File: config.mk
export PLATFORM = sky130hd
export DESIGN_NAME = cv_pitch_calibrate_smooth
export DESIGN_NICKNAME = d
export VERILOG_FILES = /design/src/cpcs_pkg.sv /design/src/cpcs_ctrl.sv /design/src/cpcs_dpath.sv /design/src/cv_pitch_calibrate_smooth.sv
export SDC_FILE = /design/constraint.sdc
export NUM_CORES = 2
export LEC_CHECK = 0
export BUFFER_PORTS_ARGS = -buffer_cell sky130_fd_sc_hd__buf_2
export CAP_MARGIN = 20
export CORE_ASPECT_RATIO = 1.5
export CORE_MARGIN = 2
export CORE_UTILIZATION = 30
export DETAILED_ROUTE_END_ITERATION = 6
export GPL_TIMING_DRIVEN = 0
export PLACE_DENSITY = 0.55
export SKIP_CTS_REPAIR_TIMING = 1
export SLEW_MARGIN = 25
export SYNTH_ARGS = -nofsm -noshare
export SYNTH_HDL_FRONTEND = slang
export SYNTH_SLANG_ARGS = --single-unit
File: constraint.sdc
create_clock -name clock -period 19 [get_ports clock]
set_input_delay 1.9 -clock clock [delete_from_list [all_inputs] [get_ports clock]]
set_output_delay 1.9 -clock clock [all_outputs]
set_load 0.02 [all_outputs]
File: src/cpcs_pkg.sv
// cpcs_pkg: shared types and constants for the pitch cv calibrate/smooth block
// used by cpcs_ctrl, cpcs_dpath, cv_pitch_calibrate_smooth and cpcs_checker
// no dependencies

package cpcs_pkg;

   // field widths
   localparam int unsigned SampleWidth = 16;
   localparam int unsigned OffsetWidth = 16;
   localparam int unsigned GainWidth   = 32;
   localparam int unsigned VoltWidth   = 19;
   localparam int unsigned ReqDataWidth = 16;
   localparam int unsigned RspDataWidth = 24;
   localparam int unsigned CsrIndexWidth = 1;
   localparam int unsigned CsrDataWidth  = 32;

   // register indexes
   localparam logic [CsrIndexWidth-1:0] CsrCalOffset = 1'd0;
   localparam logic [CsrIndexWidth-1:0] CsrCalGain   = 1'd1;

   // Q3.16 constants
   localparam logic [VoltWidth-1:0] VoltMax    = 19'd327680; // 5 V
   localparam logic [VoltWidth-1:0] OutBias    = 19'd131072; // 2 V
   localparam logic signed [19:0]   JumpLimit  = 20'sd2731;  // 1/24 V
   localparam logic signed [15:0]   SmoothCoef = 16'sd13107; // 0.2

   // controller states
   typedef enum logic [1:0] {
      ST_IDLE,
      ST_MUL,
      ST_STEP,
      ST_WB
   } state_type;

   // controller to datapath commands
   typedef struct packed {
      logic load;     // sample transfer, form the offset-corrected count
      logic mul;      // register count times gain
      logic step;     // clamp, jump test, smoothing product
      logic wb;       // update held value and output register
   } cmd_type;

endpackage

File: src/cpcs_ctrl.sv
// cpcs_ctrl: sequencing state machine and output valid flag
// depends on cpcs_pkg

module cpcs_ctrl (
   input  logic              clock,
   input  logic              reset,
   input  logic              req_tvalid,
   output logic              req_tready,
   output logic              rsp_tvalid,
   input  logic              rsp_tready,
   output cpcs_pkg::cmd_type cmd
);

   cpcs_pkg::state_type state_ff, state_in;
   logic                rsp_valid_ff, rsp_valid_in;
   logic                wb_go;

   // write-back may proceed once the output register is free or being drained
   assign wb_go = (state_ff == cpcs_pkg::ST_WB) && (!rsp_valid_ff || rsp_tready);

   // next state
   always_comb begin
      state_in = state_ff;
      case (state_ff)
         cpcs_pkg::ST_IDLE: begin
            if (req_tvalid) state_in = cpcs_pkg::ST_MUL;
         end
         cpcs_pkg::ST_MUL:  state_in = cpcs_pkg::ST_STEP;
         cpcs_pkg::ST_STEP: state_in = cpcs_pkg::ST_WB;
         cpcs_pkg::ST_WB: begin
            if (wb_go) state_in = cpcs_pkg::ST_IDLE;
         end
         default: state_in = cpcs_pkg::ST_IDLE;
      endcase
   end

   // command outputs
   always_comb begin
      req_tready = 1'b0;
      cmd        = '0;
      case (state_ff)
         cpcs_pkg::ST_IDLE: begin
            req_tready = 1'b1;
            cmd.load   = req_tvalid;
         end
         cpcs_pkg::ST_MUL:  cmd.mul  = 1'b1;
         cpcs_pkg::ST_STEP: cmd.step = 1'b1;
         cpcs_pkg::ST_WB:   cmd.wb   = wb_go;
         default: begin
            req_tready = 1'b0;
            cmd        = '0;
         end
      endcase
   end

   // output valid: set on write-back, cleared on transfer
   always_comb begin
      rsp_valid_in = rsp_valid_ff;
      if (wb_go) rsp_valid_in = 1'b1;
      else if (rsp_tready) rsp_valid_in = 1'b0;
   end

   assign rsp_tvalid = rsp_valid_ff;

   always_ff @(posedge clock) begin
      if (reset) begin
         state_ff     <= cpcs_pkg::ST_IDLE;
         rsp_valid_ff <= 1'b0;
      end else begin
         state_ff     <= state_in;
         rsp_valid_ff <= rsp_valid_in;
      end
   end

endmodule

File: src/cpcs_dpath.sv
// cpcs_dpath: calibration registers, scaling multiply, jump test, smoothing
// depends on cpcs_pkg

module cpcs_dpath (
   input  logic                                 clock,
   input  logic                                 reset,
   input  cpcs_pkg::cmd_type                    cmd,
   input  logic [cpcs_pkg::SampleWidth-1:0]     sample,
   input  logic                                 csr_we,
   input  logic [cpcs_pkg::CsrIndexWidth-1:0]   csr_index,
   input  logic [cpcs_pkg::CsrDataWidth-1:0]    csr_wdata,
   output logic [cpcs_pkg::VoltWidth-1:0]       pitch_volts
);

   localparam int unsigned ProdWidth = cpcs_pkg::SampleWidth + cpcs_pkg::GainWidth;

   logic [cpcs_pkg::OffsetWidth-1:0] cal_offset_ff;
   logic [cpcs_pkg::GainWidth-1:0]   cal_gain_ff;
   logic [cpcs_pkg::SampleWidth-1:0] count_ff, count_in;
   logic [ProdWidth-1:0]             prod_ff;
   logic [cpcs_pkg::VoltWidth-1:0]   volts_ff, volts_in;
   logic                             jump_ff, jump_in;
   logic signed [28:0]               sprod_ff, sprod_in;
   logic [cpcs_pkg::VoltWidth-1:0]   held_ff, held_in;
   logic [cpcs_pkg::VoltWidth-1:0]   out_ff;

   logic [16:0]        diff;
   logic [31:0]        scaled;
   logic signed [19:0] delta;
   logic signed [11:0] step;
   logic signed [19:0] held_sum;

   // configuration registers
   always_ff @(posedge clock) begin
      if (reset) begin
         cal_offset_ff <= '0;
         cal_gain_ff   <= '0;
      end else if (csr_we) begin
         case (csr_index)
            cpcs_pkg::CsrCalOffset: cal_offset_ff <= csr_wdata[cpcs_pkg::OffsetWidth-1:0];
            cpcs_pkg::CsrCalGain:   cal_gain_ff   <= csr_wdata;
            default: ;
         endcase
      end
   end

   // inverted sample minus offset, negative counts become zero
   assign diff     = {1'b0, ~sample} - {1'b0, cal_offset_ff};
   assign count_in = diff[16] ? '0 : diff[15:0];

   // volts from product, saturated at 5 V
   assign scaled   = prod_ff[ProdWidth-1:16];
   assign volts_in = (scaled > {13'd0, cpcs_pkg::VoltMax}) ? cpcs_pkg::VoltMax
                                                            : scaled[cpcs_pkg::VoltWidth-1:0];

   // distance to held value and jump test
   assign delta   = $signed({1'b0, volts_in}) - $signed({1'b0, held_ff});
   assign jump_in = (delta > cpcs_pkg::JumpLimit) || (delta < -cpcs_pkg::JumpLimit);
   assign sprod_in = 29'($signed(delta[12:0])) * 29'(cpcs_pkg::SmoothCoef);

   // floor shift of the smoothing product, then accumulate
   assign step     = sprod_ff[27:16];
   assign held_sum = $signed({1'b0, held_ff}) + 20'(step);
   assign held_in  = jump_ff ? volts_ff : held_sum[cpcs_pkg::VoltWidth-1:0];

   // held value is control state, reset to zero volts
   always_ff @(posedge clock) begin
      if (reset) begin
         held_ff <= '0;
      end else if (cmd.wb) begin
         held_ff <= held_in;
      end
   end

   // working registers
   always_ff @(posedge clock) begin
      if (cmd.load) begin
         count_ff <= count_in;
      end
      if (cmd.mul) begin
         prod_ff <= ProdWidth'(count_ff) * ProdWidth'(cal_gain_ff);
      end
      if (cmd.step) begin
         volts_ff <= volts_in;
         jump_ff  <= jump_in;
         sprod_ff <= sprod_in;
      end
      if (cmd.wb) begin
         out_ff <= held_in - cpcs_pkg::OutBias;
      end
   end

   assign pitch_volts = out_ff;

endmodule

File: src/cv_pitch_calibrate_smooth.sv
// Pitch control-voltage calibration and smoothing, top level.
//
// req_* carries one 16-bit converter sample per transfer. The sample is
// inverted, corrected by cal_offset, scaled by cal_gain to Q3.16 volts
// (1 V = 65536) and clamped to 0..5 V. A move of more than 1/24 V makes the
// held value jump; smaller moves are filtered with a 0.2 one-pole step.
// rsp_* returns one value per sample: held volts minus 2 V, signed Q3.16.
// csr_* writes cal_offset (index 0) and cal_gain (index 1).
//
// A result is shown on a one-entry output register. The controller walks
// accept, multiply, smoothing and write-back in turn around the held-value
// loop, so a new sample is taken only after write-back of the last one.
// A new sample is taken while the last result still waits; if the
// receiver stalls, write-back of the following sample waits until the
// output register drains.
// Reset clears the calibration registers, the held value and rsp_tvalid.
//
// depends on cpcs_pkg, cpcs_ctrl, cpcs_dpath

module cv_pitch_calibrate_smooth (
   input  logic                                clock,
   input  logic                                reset,
   input  logic                                req_tvalid,
   output logic                                req_tready,
   input  logic [cpcs_pkg::ReqDataWidth-1:0]   req_tdata,   // [15:0] sample
   output logic                                rsp_tvalid,
   input  logic                                rsp_tready,
   output logic [cpcs_pkg::RspDataWidth-1:0]   rsp_tdata,   // [18:0] pitch_volts, rest zero
   input  logic                                csr_we,
   input  logic [cpcs_pkg::CsrIndexWidth-1:0]  csr_index,
   input  logic [cpcs_pkg::CsrDataWidth-1:0]   csr_wdata
);

   cpcs_pkg::cmd_type              cmd;
   logic [cpcs_pkg::VoltWidth-1:0] pitch_volts;

   // sequencer
   cpcs_ctrl u_ctrl (
      .clock      (clock),
      .reset      (reset),
      .req_tvalid (req_tvalid),
      .req_tready (req_tready),
      .rsp_tvalid (rsp_tvalid),
      .rsp_tready (rsp_tready),
      .cmd        (cmd)
   );

   // arithmetic
   cpcs_dpath u_dpath (
      .clock       (clock),
      .reset       (reset),
      .cmd         (cmd),
      .sample      (req_tdata[cpcs_pkg::SampleWidth-1:0]),
      .csr_we      (csr_we),
      .csr_index   (csr_index),
      .csr_wdata   (csr_wdata),
      .pitch_volts (pitch_volts)
   );

   // pad result to whole bytes
   assign rsp_tdata = {{(cpcs_pkg::RspDataWidth - cpcs_pkg::VoltWidth){1'b0}}, pitch_volts};

endmodule

==> impl_results.md <==
* Required time of the critical path at ~19 ns
* Placement Setup Slack at 9.51 ns
* Maximum clock rate at about 110 MHz
* Num CTS Buffers at 17
* Endpoint type of the worst setup path: flip-flop
* Vias per cell at 4.80
* RSZ-0062 raised after global routing: false
* Slowest-stage cell, CP: a21oi_1
* Ys Warns at 0
* Drc violations at 0
* Pwr Density at around 160 mW/mm^2
* Most frequent CP cell: nand2_1
* Maximum Capacitance Violations at 0
* Fin worst setup slack at about 9.6 ns
* Fillers at 9,451
* 1st-pass router iterations at 6
* Worst Clk Skew at 0.0219 ns
* Post-synth EDFFs at 99
* CP endpoint: u_dpath.sprod_ff[27]
* Hold_sp: u_dpath.cal_offset_ff[1]
* Worst hold path class: flip-flop to flip-flop
* Synthesized cell area at roughly 0.027 mm^2
* Initial core utilization at between 30% and 40%
* Seq/Total Area, Yosys at between 10% and 20%
* Final Net Count at around 3,800
* DIE AREA at about 0.092 mm^2
* Area Growth Syn to Fin at 9.17%
* WP data arrival at 9.60 ns
* Io pins at 80
* Hold Violations, Final at 0
* Routed WL at 80,100 um
* Die height at roughly 370 um
* Top FF cell, synth: edfxtp_1
* Critical path class: flip-flop to flip-flop
* CTS tree: done
* Clk buf depth at 2
* DR WL/cell at approximately 19 um
* Worst r2r src: u_dpath.prod_ff[16]
* GP Congestion at about 0.9
* Fin Setup TNS at 0 ns
* Tmin final at about 9.4 ns
* Post-synth ARST share at 0%
* Register area at between 0.004 and 0.005 mm^2
* Final period utilization at about half
* First-pass GRT wire length at approximately 120,000 um
* Slew headroom at 32.0%
* DRT antenna net count at 0
* Largest net degree at the start of global routing at 29
* Port Buffer Count at between 70 and 80
* Final HPWL DP at 67,800 um
* Critical Path Start Type: flip-flop
* Peak per-stage delay on the critical path at 0.53 ns
* Multi-input gate area at 0.0199 mm^2
* Clock Latency Late Sink at approximately 0.46 ns
* Share of cells above drive strength 1 at 5.04%
* Max VDD drop at ~400 uV
* Final setup viols at 0
* Reg clk slew, reported paths at approximately 0.070 ns
* Post-Syn Area per Cell at between 9 and 10 um^2
* Die width at between 200 and 250 um
* Root Driver: clkbuf_16
* Status: finished, final reports clean
* Worst flop-to-flop path endpoint: u_dpath.sprod_ff[27]
* Final Slew Violations at 0
* Worst r2r path cells at 34
* Initial antenna violation count at 3
* Register-to-register setup slack at 9.58 ns
* Rows at roughly 130
* GRT Total Usage at between 10% and 20%
* Crit path max fanout at 10
* Routed vias at roughly 20,000
* Leak at 13.2 nW
* Gr ovfl total at 0
* Util after Layout at 33.0%
* Post-Syn Instances at 2,942
* Yosys reg bits at between 150 and 200
* Clock sinks at roughly 170
* H-Tree Depth at 4
* Crit path launch: u_dpath.prod_ff[16]
* Vias in the first global route at ~22,000
* Initial detailed-routing violation count at ~940
* Distinct cells, synth at 85
* Actual slew at the worst max-slew pin at roughly 1.0 ns
* CORE AREA at 0.0889 mm^2
## cell type report
cell class	instances	area share [%]
well taps	1156	4.93
plain buffers	128	1.72
clock buffers	19	1.51
repair buffers	75	1.43
multi-input cells	2083	67.8
flip-flops and latches	169	14.9
clock inverters	13	0.444
diodes	1	0.00854
inverters	566	7.25
## per-layer routing
layer  share of wire, %  vias up  routed length, um  track usage [%]
li1                   -     9335                  -                -
met4                6.5        4               5230             9.89
met1                 36    10174              28800             18.5
met2                 54      462              43500             34.0
met3                3.2      224               2540             2.21
met5              0.040        -                 32                0
## critical path, delay by kind of cell, from the launching register on
kind | cells | cell delay (ns)
buffers and inverters | 4 | 0.58
AO/OA/AOI/OAI | 9 | 2.67
adder cells (fa/ha/maj) | 8 | 2.99
flip-flops | 1 | 0.39
AND/OR/NAND/NOR | 11 | 2.18
XOR/XNOR | 2 | 0.33
## registers in the layout (all words and copies together) (netlist names)
register	cells
u_ctrl.rsp_tvalid	1
u_ctrl.state_ff	2
u_dpath.cal_gain_ff	32
u_dpath.cal_offset_ff	16
u_dpath.count_ff	16
u_dpath.held_ff	19
u_dpath.jump_ff	1
u_dpath.pitch_volts	19
u_dpath.prod_ff	32
u_dpath.sprod_ff	12
u_dpath.volts_ff	19
## placed cells by master (no fill, tap or decap), types with 76 or more instances in the layout
cell type | Yosys | final
a21oi_1 | 125 | 125
and2_1 | 177 | 177
buf_2 | 3 | 76
clkbuf_1 | 120 | 121
edfxtp_1 | 99 | 99
fa_1 | 460 | 460
ha_1 | 273 | 271
inv_1 | 565 | 565
nand2_1 | 535 | 535
nor2_1 | 77 | 77
## kinds of logic after synthesis
| kind of cell | synth area share (%) |
|---|---|
| AO/OA/AOI/OAI | 7.93 |
| XOR/XNOR | 2.71 |
| adder cells (fa/ha/maj) | 47.0 |
| buffers and inverters | 9.78 |
| flip-flops | 16.3 |
| multiplexers | 0.242 |
| other | 0.0140 |
| AND/OR/NAND/NOR | 16.0 |
## where the power goes
part / switching (mW) / leakage (nW) / total, mW / internal (mW)
Combinational: 2.10 / 11.4 / 3.60 / 1.51
Clock: 0.164 / 0.281 / 0.352 / 0.188
Sequential: 0.0726 / 1.49 / 0.669 / 0.597
Total: 2.33 / 13.2 / 4.62 / 2.29
## worst min-delay path by stage
stage,endpoint,depth (start not counted)
after floorplan,u_dpath.cal_offset_ff[10],2
after global placement,u_dpath.cal_offset_ff[11],2
after detailed placement,u_dpath.cal_offset_ff[7],2
after CTS,u_dpath.cal_offset_ff[11],2
after global routing,u_dpath.cal_offset_ff[1],2
final,u_dpath.cal_offset_ff[1],2
## cells in the mapped netlist (all sizes together), types with 8 or more instances
cell / number / share of area, %
inv: 565 / 7.9
nand2: 535 / 7.5
fa: 460 / 34
ha: 273 / 13
and2: 180 / 4.2
a21oi: 127 / 2.4
clkbuf: 120 / 1.7
edfxtp: 99 / 11
nor2: 77 / 1.1
dfxtp: 70 / 5.2
o21ai: 59 / 1.1
xnor2: 51 / 1.7
xor2: 32 / 1.0
a21o: 27 / 0.75
nand3: 21 / 0.39
nor3: 21 / 0.39
o21a: 17 / 0.50
nor2b: 15 / 0.35
a211oi: 12 / 0.34
nand4: 11 / 0.26
nand2b: 10 / 0.23
o211ai: 10 / 0.30
or3: 10 / 0.27
o31ai: 9 / 0.25
a2111oi: 8 / 0.31
and3: 8 / 0.20
buf: 8 / 0.20
nor4: 8 / 0.19
or2: 8 / 0.19
## metrics by stage
stage               cells  area [um^2]  hold slack [ns]  power [mW]
floorplan            2946        26900            0.436        3.31
global placement     4175        28700            0.443        4.25
detailed placement   4177        28700            0.449        4.31
CTS                  4209        29300            0.459        4.69
global route         4210        29300            0.478        5.21
finish               4210        29300            0.460        4.62
No activity file was read; power rests on OpenSTA's default activity.
